[src/lmps_pkg.sv]
// shared package of the led matrix pwm scanner
// holds default sizes, stream field widths, opcodes, sequencer states and memory control
// no dependencies
package lmps_pkg;

  // default matrix and pwm sizes
  localparam int DEF_ROWS        = 8;
  localparam int DEF_COLUMNS     = 8;
  localparam int DEF_PHASE_STEPS = 16;

  // input item fields
  localparam int IN_COL_W   = 3;
  localparam int IN_ROW_W   = 3;
  localparam int IN_LVL_W   = 8;
  localparam int IN_TDATA_W = 16;

  // result item fields
  localparam int OUT_ROW_W   = 4;
  localparam int OUT_MASK_W  = 8;
  localparam int OUT_TDATA_W = 16;

  // opcodes carried in tuser
  localparam logic OP_WRITE = 1'b0;
  localparam logic OP_TICK  = 1'b1;

  // sequencer states
  typedef enum logic [1:0] {
    ST_IDLE,
    ST_SCAN,
    ST_COPY
  } lmps_state_e;

  // strobes from the sequencer to the level tables
  typedef struct packed {
    logic pend_wr;
    logic pend_rd;
    logic disp_rd;
    logic disp_wr;
  } lmps_mem_ctl_t;

endpackage

[src/led_matrix_pwm_scanner.sv]
// pwm scanner for an led matrix with double buffered per-led levels
// an in-range write item enters the pending table when accepted; a tick passes the state
// register, the registered table read and the result register before its first row result,
// then one row per cycle while the output is taken; ready stays low through the row scan
// (one registered table read per row) and the row-by-row table copy when the phase wraps to zero
// reset: tables read as zero through valid bits and phase is zero; ready right after reset
module led_matrix_pwm_scanner #(
  parameter int ROWS        = lmps_pkg::DEF_ROWS,
  parameter int COLUMNS     = lmps_pkg::DEF_COLUMNS,
  parameter int PHASE_STEPS = lmps_pkg::DEF_PHASE_STEPS
) (
  input  logic                               clk_i,
  input  logic                               rst_ni,
  input  logic                               s_axis_tvalid,
  output logic                               s_axis_tready,
  // column [2:0], row [5:3], level [13:6], zero fill [15:14]
  input  logic [lmps_pkg::IN_TDATA_W-1:0]    s_axis_tdata,
  // opcode
  input  logic                               s_axis_tuser,
  output logic                               m_axis_tvalid,
  input  logic                               m_axis_tready,
  // row_number [3:0], column_mask [11:4], zero fill [15:12]
  output logic [lmps_pkg::OUT_TDATA_W-1:0]   m_axis_tdata,
  output logic                               m_axis_tlast
);
  import lmps_pkg::*;

  localparam int LW     = $clog2(PHASE_STEPS + 1);
  localparam int PW     = $clog2(PHASE_STEPS);
  localparam int ROW_AW = (ROWS > 1) ? $clog2(ROWS) : 1;

  logic [IN_COL_W-1:0]   in_col;
  logic [IN_ROW_W-1:0]   in_row;
  logic [IN_LVL_W-1:0]   in_level;
  lmps_mem_ctl_t         mem_ctl;
  logic [ROW_AW-1:0]     rd_row;
  logic [ROW_AW-1:0]     disp_wr_row;
  logic [COLUMNS*LW-1:0] disp_row;
  logic [PW-1:0]         phase;
  logic [OUT_MASK_W-1:0] mask;
  logic [OUT_ROW_W-1:0]  out_row;
  logic [OUT_MASK_W-1:0] out_mask;

  // input item fields
  assign in_col   = s_axis_tdata[IN_COL_W-1:0];
  assign in_row   = s_axis_tdata[IN_COL_W +: IN_ROW_W];
  assign in_level = s_axis_tdata[IN_COL_W+IN_ROW_W +: IN_LVL_W];

  lmps_ctrl #(
    .ROWS        (ROWS),
    .COLUMNS     (COLUMNS),
    .PHASE_STEPS (PHASE_STEPS)
  ) u_ctrl (
    .clk_i         (clk_i),
    .rst_ni        (rst_ni),
    .s_valid_i     (s_axis_tvalid),
    .s_ready_o     (s_axis_tready),
    .opcode_i      (s_axis_tuser),
    .wr_row_i      (in_row),
    .wr_col_i      (in_col),
    .m_valid_o     (m_axis_tvalid),
    .m_ready_i     (m_axis_tready),
    .m_row_o       (out_row),
    .m_mask_o      (out_mask),
    .m_last_o      (m_axis_tlast),
    .mask_i        (mask),
    .phase_o       (phase),
    .mem_ctl_o     (mem_ctl),
    .rd_row_o      (rd_row),
    .disp_wr_row_o (disp_wr_row)
  );

  lmps_level_store #(
    .ROWS        (ROWS),
    .COLUMNS     (COLUMNS),
    .PHASE_STEPS (PHASE_STEPS)
  ) u_store (
    .clk_i         (clk_i),
    .rst_ni        (rst_ni),
    .mem_ctl_i     (mem_ctl),
    .rd_row_i      (rd_row),
    .disp_wr_row_i (disp_wr_row),
    .pw_row_i      (in_row),
    .pw_col_i      (in_col),
    .pw_level_i    (in_level),
    .disp_row_o    (disp_row)
  );

  lmps_row_cmp #(
    .COLUMNS     (COLUMNS),
    .PHASE_STEPS (PHASE_STEPS)
  ) u_cmp (
    .levels_i (disp_row),
    .phase_i  (phase),
    .mask_o   (mask)
  );

  // result item packing
  assign m_axis_tdata = {{(OUT_TDATA_W-OUT_ROW_W-OUT_MASK_W){1'b0}}, out_mask, out_row};

endmodule

[src/lmps_row_cmp.sv]
// shared row compare unit: one row of displayed levels against the pwm phase
// depends on lmps_pkg
module lmps_row_cmp #(
  parameter int COLUMNS     = lmps_pkg::DEF_COLUMNS,
  parameter int PHASE_STEPS = lmps_pkg::DEF_PHASE_STEPS
) (
  input  logic [COLUMNS*$clog2(PHASE_STEPS+1)-1:0] levels_i,
  input  logic [$clog2(PHASE_STEPS)-1:0]           phase_i,
  output logic [lmps_pkg::OUT_MASK_W-1:0]          mask_o
);
  import lmps_pkg::*;

  localparam int LW     = $clog2(PHASE_STEPS + 1);
  localparam int MASK_N = (COLUMNS < OUT_MASK_W) ? COLUMNS : OUT_MASK_W;

  logic [COLUMNS-1:0] hit;

  // one comparator per column, columns past the mask width are dropped
  always_comb begin
    hit = '0;
    for (int c = 0; c < COLUMNS; c++) begin
      hit[c] = levels_i[c*LW +: LW] > LW'(phase_i);
    end
  end

  assign mask_o = OUT_MASK_W'(hit[MASK_N-1:0]);

endmodule

[src/lmps_level_store.sv]
// pending and displayed level tables, one row word per matrix row
// depends on lmps_pkg; strobes and addresses come from lmps_ctrl
module lmps_level_store #(
  parameter int ROWS        = lmps_pkg::DEF_ROWS,
  parameter int COLUMNS     = lmps_pkg::DEF_COLUMNS,
  parameter int PHASE_STEPS = lmps_pkg::DEF_PHASE_STEPS
) (
  input  logic                                     clk_i,
  input  logic                                     rst_ni,
  input  lmps_pkg::lmps_mem_ctl_t                  mem_ctl_i,
  input  logic [((ROWS > 1) ? $clog2(ROWS) : 1)-1:0] rd_row_i,
  input  logic [((ROWS > 1) ? $clog2(ROWS) : 1)-1:0] disp_wr_row_i,
  input  logic [lmps_pkg::IN_ROW_W-1:0]            pw_row_i,
  input  logic [lmps_pkg::IN_COL_W-1:0]            pw_col_i,
  input  logic [lmps_pkg::IN_LVL_W-1:0]            pw_level_i,
  output logic [COLUMNS*$clog2(PHASE_STEPS+1)-1:0] disp_row_o
);
  import lmps_pkg::*;

  localparam int LW     = $clog2(PHASE_STEPS + 1);
  localparam int RW     = COLUMNS * LW;
  localparam int ROW_AW = (ROWS > 1) ? $clog2(ROWS) : 1;
  localparam int COL_AW = (COLUMNS > 1) ? $clog2(COLUMNS) : 1;

  logic [RW-1:0]      pend_mem [ROWS];
  logic [RW-1:0]      disp_mem [ROWS];
  logic [COLUMNS-1:0] pend_vld_q [ROWS];
  logic [ROWS-1:0]    disp_vld_q;

  logic [RW-1:0]      pend_rdata_q;
  logic [COLUMNS-1:0] pend_rvld_q;
  logic [RW-1:0]      disp_rdata_q;
  logic               disp_rvld_q;

  logic [ROW_AW-1:0]  pw_row;
  logic [COL_AW-1:0]  pw_col;
  logic [IN_LVL_W:0]  lvl_ext;
  logic [LW-1:0]      lvl_sat;
  logic [RW-1:0]      pend_row;

  assign pw_row  = ROW_AW'(pw_row_i);
  assign pw_col  = COL_AW'(pw_col_i);

  // saturate the written level to the always-on level
  assign lvl_ext = {1'b0, pw_level_i};
  assign lvl_sat = (lvl_ext > (IN_LVL_W+1)'(PHASE_STEPS)) ? LW'(PHASE_STEPS) : LW'(lvl_ext);

  // valid bits stand in for the cleared tables after reset
  always_ff @(posedge clk_i or negedge rst_ni) begin
    if (!rst_ni) begin
      for (int r = 0; r < ROWS; r++) begin
        pend_vld_q[r] <= '0;
      end
      disp_vld_q <= '0;
    end else begin
      if (mem_ctl_i.pend_wr) begin
        for (int c = 0; c < COLUMNS; c++) begin
          if (pw_col == COL_AW'(c)) begin
            pend_vld_q[pw_row][c] <= 1'b1;
          end
        end
      end
      if (mem_ctl_i.disp_wr) begin
        disp_vld_q[disp_wr_row_i] <= 1'b1;
      end
    end
  end

  // pending table: column lane write, registered row read
  always_ff @(posedge clk_i) begin
    if (mem_ctl_i.pend_wr) begin
      for (int c = 0; c < COLUMNS; c++) begin
        if (pw_col == COL_AW'(c)) begin
          pend_mem[pw_row][c*LW +: LW] <= lvl_sat;
        end
      end
    end
    if (mem_ctl_i.pend_rd) begin
      pend_rdata_q <= pend_mem[rd_row_i];
      pend_rvld_q  <= pend_vld_q[rd_row_i];
    end
  end

  // lanes never written read as zero
  always_comb begin
    for (int c = 0; c < COLUMNS; c++) begin
      pend_row[c*LW +: LW] = pend_rvld_q[c] ? pend_rdata_q[c*LW +: LW] : '0;
    end
  end

  // displayed table: whole row write from the copy sweep, registered row read
  always_ff @(posedge clk_i) begin
    if (mem_ctl_i.disp_wr) begin
      disp_mem[disp_wr_row_i] <= pend_row;
    end
    if (mem_ctl_i.disp_rd) begin
      disp_rdata_q <= disp_mem[rd_row_i];
      disp_rvld_q  <= disp_vld_q[rd_row_i];
    end
  end

  assign disp_row_o = disp_rvld_q ? disp_rdata_q : '0;

endmodule

[src/lmps_ctrl.sv]
// sequencer: takes items, walks the rows through the compare unit, runs the copy sweep
// holds the pwm phase and the result register; depends on lmps_pkg
module lmps_ctrl #(
  parameter int ROWS        = lmps_pkg::DEF_ROWS,
  parameter int COLUMNS     = lmps_pkg::DEF_COLUMNS,
  parameter int PHASE_STEPS = lmps_pkg::DEF_PHASE_STEPS
) (
  input  logic                                       clk_i,
  input  logic                                       rst_ni,
  input  logic                                       s_valid_i,
  output logic                                       s_ready_o,
  input  logic                                       opcode_i,
  input  logic [lmps_pkg::IN_ROW_W-1:0]              wr_row_i,
  input  logic [lmps_pkg::IN_COL_W-1:0]              wr_col_i,
  output logic                                       m_valid_o,
  input  logic                                       m_ready_i,
  output logic [lmps_pkg::OUT_ROW_W-1:0]             m_row_o,
  output logic [lmps_pkg::OUT_MASK_W-1:0]            m_mask_o,
  output logic                                       m_last_o,
  input  logic [lmps_pkg::OUT_MASK_W-1:0]            mask_i,
  output logic [$clog2(PHASE_STEPS)-1:0]             phase_o,
  output lmps_pkg::lmps_mem_ctl_t                    mem_ctl_o,
  output logic [((ROWS > 1) ? $clog2(ROWS) : 1)-1:0] rd_row_o,
  output logic [((ROWS > 1) ? $clog2(ROWS) : 1)-1:0] disp_wr_row_o
);
  import lmps_pkg::*;

  localparam int ROW_AW = (ROWS > 1) ? $clog2(ROWS) : 1;
  localparam int PW     = $clog2(PHASE_STEPS);
  localparam logic [ROW_AW-1:0] ROW_LAST = ROW_AW'(ROWS - 1);
  localparam logic [PW-1:0]     PH_LAST  = PW'(PHASE_STEPS - 1);

  lmps_state_e state_q, state_d;

  logic [PW-1:0]     phase_q, phase_d;
  logic [ROW_AW-1:0] iss_row_q, iss_row_d;
  logic              iss_done_q, iss_done_d;
  logic              fly_q, fly_d;
  logic [ROW_AW-1:0] fly_row_q, fly_row_d;
  logic              out_vld_q, out_vld_d;
  logic [OUT_ROW_W-1:0]  out_row_q;
  logic [OUT_MASK_W-1:0] out_mask_q;
  logic              out_last_q;

  logic              in_acc, in_range, tick, wrap;
  logic              adv, issue, consume, load_out, scan_end, copy_end, restart;
  logic [ROW_AW:0]   row_num;

  assign in_acc   = s_valid_i && s_ready_o;
  assign in_range = (5'(wr_row_i) < 5'(ROWS)) && (5'(wr_col_i) < 5'(COLUMNS));
  assign tick     = in_acc && (opcode_i == OP_TICK);
  assign wrap     = (phase_q == PH_LAST);
  assign adv      = fly_q && (!out_vld_q || m_ready_i);

  // state outputs and strobes
  always_comb begin
    s_ready_o = 1'b0;
    mem_ctl_o = '0;
    issue     = 1'b0;
    consume   = 1'b0;
    load_out  = 1'b0;
    scan_end  = 1'b0;
    copy_end  = 1'b0;
    case (state_q)
      ST_IDLE: begin
        s_ready_o         = 1'b1;
        mem_ctl_o.pend_wr = s_valid_i && (opcode_i == OP_WRITE) && in_range;
      end
      ST_SCAN: begin
        issue             = !iss_done_q && (!fly_q || adv);
        mem_ctl_o.disp_rd = issue;
        consume           = adv;
        load_out          = adv;
        scan_end          = adv && (fly_row_q == ROW_LAST);
      end
      ST_COPY: begin
        issue             = !iss_done_q;
        mem_ctl_o.pend_rd = issue;
        mem_ctl_o.disp_wr = fly_q;
        consume           = fly_q;
        copy_end          = fly_q && (fly_row_q == ROW_LAST);
      end
      default: begin
        s_ready_o = 1'b0;
      end
    endcase
  end

  // next state
  always_comb begin
    state_d = state_q;
    case (state_q)
      ST_IDLE: if (tick) state_d = ST_SCAN;
      ST_SCAN: if (scan_end) state_d = wrap ? ST_COPY : ST_IDLE;
      ST_COPY: if (copy_end) state_d = ST_IDLE;
      default: state_d = ST_IDLE;
    endcase
  end

  // row walk, phase and result register updates
  assign restart = tick || (scan_end && wrap);

  always_comb begin
    iss_row_d  = iss_row_q;
    iss_done_d = iss_done_q;
    if (restart) begin
      iss_row_d  = '0;
      iss_done_d = 1'b0;
    end else if (issue) begin
      iss_row_d  = iss_row_q + 1'b1;
      iss_done_d = (iss_row_q == ROW_LAST);
    end
    fly_d     = issue ? 1'b1 : (consume ? 1'b0 : fly_q);
    fly_row_d = issue ? iss_row_q : fly_row_q;
    phase_d   = scan_end ? (wrap ? '0 : phase_q + 1'b1) : phase_q;
    out_vld_d = load_out ? 1'b1 : (m_ready_i ? 1'b0 : out_vld_q);
  end

  always_ff @(posedge clk_i or negedge rst_ni) begin
    if (!rst_ni) begin
      state_q    <= ST_IDLE;
      phase_q    <= '0;
      iss_row_q  <= '0;
      iss_done_q <= 1'b1;
      fly_q      <= 1'b0;
      fly_row_q  <= '0;
      out_vld_q  <= 1'b0;
    end else begin
      state_q    <= state_d;
      phase_q    <= phase_d;
      iss_row_q  <= iss_row_d;
      iss_done_q <= iss_done_d;
      fly_q      <= fly_d;
      fly_row_q  <= fly_row_d;
      out_vld_q  <= out_vld_d;
    end
  end

  // result payload, row number is index plus one
  assign row_num = {1'b0, fly_row_q} + (ROW_AW+1)'(1);

  always_ff @(posedge clk_i) begin
    if (load_out) begin
      out_row_q  <= OUT_ROW_W'(row_num);
      out_mask_q <= mask_i;
      out_last_q <= (fly_row_q == ROW_LAST);
    end
  end

  assign m_valid_o     = out_vld_q;
  assign m_row_o       = out_row_q;
  assign m_mask_o      = out_mask_q;
  assign m_last_o      = out_last_q;
  assign phase_o       = phase_q;
  assign rd_row_o      = iss_row_q;
  assign disp_wr_row_o = fly_row_q;

  // phase only moves at the end of a row scan
  a_phase_hold: assert property (@(posedge clk_i) disable iff (!rst_ni)
    (state_q != ST_SCAN) |=> $stable(phase_q))
    else $error("phase changed outside a scan");

  // the copy sweep starts only once the phase has wrapped
  a_copy_on_wrap: assert property (@(posedge clk_i) disable iff (!rst_ni)
    (state_q == ST_COPY && $past(state_q) != ST_COPY) |-> (phase_q == '0))
    else $error("copy sweep started without phase wrap");

  // no row read is left in flight when idle
  a_idle_empty: assert property (@(posedge clk_i) disable iff (!rst_ni)
    (state_q == ST_IDLE) |-> !fly_q)
    else $error("row read in flight while idle");

  // the final row result carries the last row number
  a_last_row: assert property (@(posedge clk_i) disable iff (!rst_ni)
    (out_vld_q && out_last_q) |-> (out_row_q == OUT_ROW_W'(ROWS)))
    else $error("last flag on a wrong row");

endmodule
[config.mk]
export PLATFORM = sky130hd
export DESIGN_NAME = led_matrix_pwm_scanner
export DESIGN_NICKNAME = d
export VERILOG_FILES = /design/src/lmps_pkg.sv /design/src/led_matrix_pwm_scanner.sv /design/src/lmps_row_cmp.sv /design/src/lmps_level_store.sv /design/src/lmps_ctrl.sv
export SDC_FILE = /design/constraint.sdc
export NUM_CORES = 1
export LEC_CHECK = 0
export CAP_MARGIN = 20
export CELL_PAD_IN_SITES_DETAIL_PLACEMENT = 1
export CELL_PAD_IN_SITES_GLOBAL_PLACEMENT = 1
export CORE_AREA = 2 2 259 287
export CTS_BUF_LIST = sky130_fd_sc_hd__clkbuf_4
export CTS_CLUSTER_SIZE = 20
export DETAILED_ROUTE_END_ITERATION = 8
export DIE_AREA = 0 0 261 289
export DONT_BUFFER_PORTS = 1
export HOLD_SLACK_MARGIN = 0.05
export PLACE_DENSITY = 0.7
export SLEW_MARGIN = 10
export SYNTH_ARGS = -nofsm -noshare
export SYNTH_HDL_FRONTEND = slang
export SYNTH_SLANG_ARGS = --single-unit
[constraint.sdc]
create_clock -name clk_i -period 5.75 [get_ports clk_i]
set_input_delay 1.15 -clock clk_i [delete_from_list [all_inputs] [get_ports clk_i]]
set_output_delay 1.15 -clock clk_i [all_outputs]
set_load 0.02 [all_outputs]
==> results.env <==
OUTCOME='finished, final reports clean'
HOLD_VIOL_FINAL=0
YS_TOP_CELLS_BY_AREA='edfxtp_1 (69%), mux4_2 (12%), dfrtp_1 (6.6%)'
WORSTREGTOREGCELLS=3
SYNTHTOPCELLSBYCOUNT='edfxtp_1 (742), mux4_2 (178), mux2_2 (93)'
PLACED_CELL_AREA_SQ_UM=33500
DETAIL_ROUTE.VIAS_PER_CELL=5.44
SYNTH_ASYNC_SR_FLOP_SHARE_PCT=10.5
WORSTMARGINPINSLEW_NS=1.03
SYNTHESIZED_AREA_DIVIDED_BY_SYNTHESIZED_CELL_COUNT_SQ_UM=20.8
CLK_PATH_BUF_DEPTH=3
GLOBALROUTETOTALUTIL_PCT=18.6
SYN_AREA_SQ_UM=32400
SLEW_VIOLATIONS=0
STD_CELL_ROWS=104
PATH_CLK_SLEW_NS=0.07
PORTBUFS=0
WL_MET1_MM=28.3
POST-ROUTE-MIN-PERIOD_NS=3.07
CTS.REPAIR.RESIZED=0
ROUTED_WIRE_LENGTH_MM=67.5
CLOCK_INSERTION_DELAY_WORST_SKEW_NS=1.03
DIE_FOOTPRINT_SQ_UM=75400
SYNTH_CELLS=1562
START_UTIL_PCT=44.6
POST_DRT_WL_PER_CELL_UM=23.7
WL_MET2_MM=34.4
SYNTH_ENABLE_FLOP_CELLS=742
WIRE_LENGTH_OF_THE_FIRST_GLOBAL_ROUTING_PASS_MM=104
REPORT.FINAL.SETUP_VIOL=0
LAYOUT-DRIVE-GT1-SHARE_PCT=35.3
WHS_ENDPOINT='u_ctrl.m_valid_o'
VIA_COUNT_OF_THE_FIRST_GLOBAL_ROUTING_PASS=17200
SYNTH_TOP_FLOP_CELL='edfxtp_1'
HP-CLASS='primary input to register'
DR.PASS1.ITERS=5
TIMING.CRITICAL_PATH.ARRIVAL_NS=1.92
SYNTH.YOSYS.WARNINGS=0
DETAIL_ROUTE.DRC_VIOLATIONS=0
MAXIMUM_NUMBER_OF_PINS_ON_ONE_NET_BEFORE_GLOBAL_ROUTE_REPAIR=93
VIAS=15400
MOST_COMMON_CELL_IN_THE_NETLIST='edfxtp_1'
CRITICAL_PATH.STARTPOINT_TYPE='register'
DRT-INITIAL-DRC-COUNT=1068
FIN_TNS_SETUP_NS=0
CTS_MAX_LEVEL=4
IR_WORST_VDD_uV=299
HOLDPATHSTAGES=2
CORE_OUTLINE_AREA_SQ_UM=72600
POST-ROUTE-CELL-AREA_SQ_UM=36200
HOLD-WORST-SLACK_NS=0.410
POWER.DENSITY_CELL_AREA_nW_PER_UM2=407
OVERFLOW=0
SYNTHTOLAYOUTAREAGROWTH_PCT=11.7
CRITICAL_PATH.REG2REG.STARTPOINT='u_ctrl.rd_row_o[1]'
TIMING.FINAL.CRIT_SHARE_PCT=53.4
YOSYSTOPAREACELL='edfxtp_1'
TRITONCTS='built'
SYNTH_CELL_TYPES=46
CRITICAL_PATH_END_TYPE='primary output'
INITIAL_ANTENNA_VIOLATION_COUNT=2
DIE_HEIGHT_UM=289
MAX_FREQ_MHz=325
CTS_NUM_SINKS=829
CRITPATHREQUIREDTIME_NS=4.60
SETUP_REPAIR_AFTER_GLOBAL_ROUTING_MISSED_ITS_MARGIN='no'
SYNTH_TOP_AREA_SHARE_PCT=68.7
WORSTSETUPPATHTYPE='register to primary output'
FINAL_GP_CONGESTION=0.727
MAXUSEDROUTINGLAYER='met5'
TOP_LEVEL_PORTS=40
CAP_VIOLATIONS=0
CRIT-REG2REG-CAPTURE='u_store.pend_rvld_q[7]'
ANTENNA_VIOLATING_NETS_POST_ROUTE=0
TIMING.SLEW.HEADROOM_PCT=31.5
WORST_CASE_CLOCK_SKEW_NS=0.0473
CTS_ROOT_BUF='clkbuf_4'
MIN-DELAY-START='m_axis_tready'
DIEWIDTH_UM=261
SYNTH_SEQUENTIAL_AREA_RATIO_PCT=75.5
R2R_SETUP_SLACK_NS=2.93
FINAL_NET_COUNT=1780
CTS-BUFFERS-INSERTED=199
HPWLAFTERDP_MM=37.8
SYNTH_SEQ_CELLS=829
CP_MAX_FO=5
MET3_LENGTH_MM=3.23
LEAKAGE_nW=12.6
## cells by family (layout without fill, tap and decap cells)
logic type                 after synthesis  count (layout)  share of synthesized area [%]
AOI/OAI and AO/OA                       69              69                           1.56
other                                    1               5                         0.0116
muxes                                  274             274                           15.7
DFF                                    829             829                           75.5
adders and majority gates               41              41                           1.58
buffers and inverters                   79             401                           1.30
xor gates and xnor gates                 2               2                         0.0540
and+or+nand+nor                        267             267                           4.35
## repair_timing
action / CTS / global route
buffers inserted: 0 / 0
setup endpoints to repair: 0 / 0
endpoints found under the hold margin: 87 / 0
hold buffers: 2 / 0
## cell usage in the layout, fill, tap and decap left out, types with 3 or more instances in the layout
cell type,n
a21oi_1,4
a22oi_1,8
and2_1,64
and2_2,3
and3_1,3
buf_12,5
buf_4,15
bufinv_16,4
clkbuf_4,288
clkinv_1,53
clkinv_2,18
clkinvlp_4,4
conb_1,4
dfrtp_1,83
dfrtp_4,3
edfxtp_1,742
ha_1,41
inv_1,8
inv_2,3
mux2_2,93
mux2i_1,3
mux4_2,178
nand2_1,30
nand2b_1,3
nand3_1,6
nand3b_1,4
nand4_1,10
nor2_1,73
nor2_4,9
nor2b_1,9
o211ai_1,8
o21a_1,8
o21bai_1,32
or2_1,4
or2_2,36
or3_1,3
## per-stage QoR
stage / util (%) / std cells / setup WS [ns] / power [mW]
2_1_floorplan: - / 1565 / 2.19 / 9.44
3_3_place_gp: 46.1 / 2467 / 2.63 / 9.98
3_5_place_dp: 46.1 / 2467 / 2.45 / 10.1
4_1_cts: 49.8 / 2839 / 2.54 / 15.0
5_1_grt: 49.9 / 2842 / 2.53 / 15.5
6_report: 49.9 / 2842 / 2.68 / 14.7
## area by class of cell
type                            count  area (sq um)
Inverter                            9          35.0
Tap cell                          954          1190
Fill cell                        6700         36400
Sequential cell                   829         24500
Clock buffer                      288          2160
Timing Repair Buffer               22           250
Multi-Input combinational cell    657          7630
Antenna cell                        1          2.50
Clock inverter                     82           454
## metal layers
metal  up-vias  GRT usage (%)
li1       6717              -
met1      8222           23.4
met2       393           31.6
met3       115           4.32
met4         2           7.02
met5         -              0
## critical path, cell delays in order (launching register included)
cell and delay [ns]:
dfrtp_1 0.40, inv_1 0.11, ha_1 0.16, buf_4 0.23
## flip-flops by register name, indices dropped and copies added (netlist names)
| register | flops |
|---|---|
| u_ctrl.m_last_o | 1 |
| u_ctrl.iss_done_q | 1 |
| u_ctrl.phase_o | 4 |
| u_store.disp_vld_q | 8 |
| u_store.disp_mem | 320 |
| u_store.pend_vld_q | 64 |
| u_store.disp_rvld_q | 1 |
| u_ctrl.rd_row_o | 3 |
| u_ctrl.m_mask_o | 8 |
| u_store.pend_rdata_q | 40 |
| u_ctrl.fly_q | 1 |
| u_ctrl.m_row_o | 4 |
| u_store.pend_rvld_q | 8 |
| u_ctrl.m_valid_o | 1 |
| u_store.pend_mem | 320 |
| u_ctrl.disp_wr_row_o | 3 |
| u_store.disp_rdata_q | 40 |
| u_ctrl.state_q | 2 |
## where the power goes
part           switching [mW]  leakage (nW)  internal [mW]
registers               0.364          8.35           6.93
clock network            2.34          1.55           2.50
logic                    1.21          2.70           1.39
total                    3.91          12.6           10.8
## worst max path at each step
stage	startpoint	endpoint	slack (ns)	depth (start not counted)
after floorplan	m_axis_tready	u_store.disp_rdata_q[0]	2.19	3
after global placement	s_axis_tdata[11]	u_store.pend_mem[6][31]	2.63	2
after detailed placement	s_axis_tdata[11]	u_store.pend_mem[4][31]	2.45	2
after CTS	u_ctrl.state_q[0]	s_axis_tready	2.54	3
after global routing	u_ctrl.state_q[0]	s_axis_tready	2.53	3
final	u_ctrl.state_q[0]	s_axis_tready	2.68	3
Power figures use the tool's default switching activity.
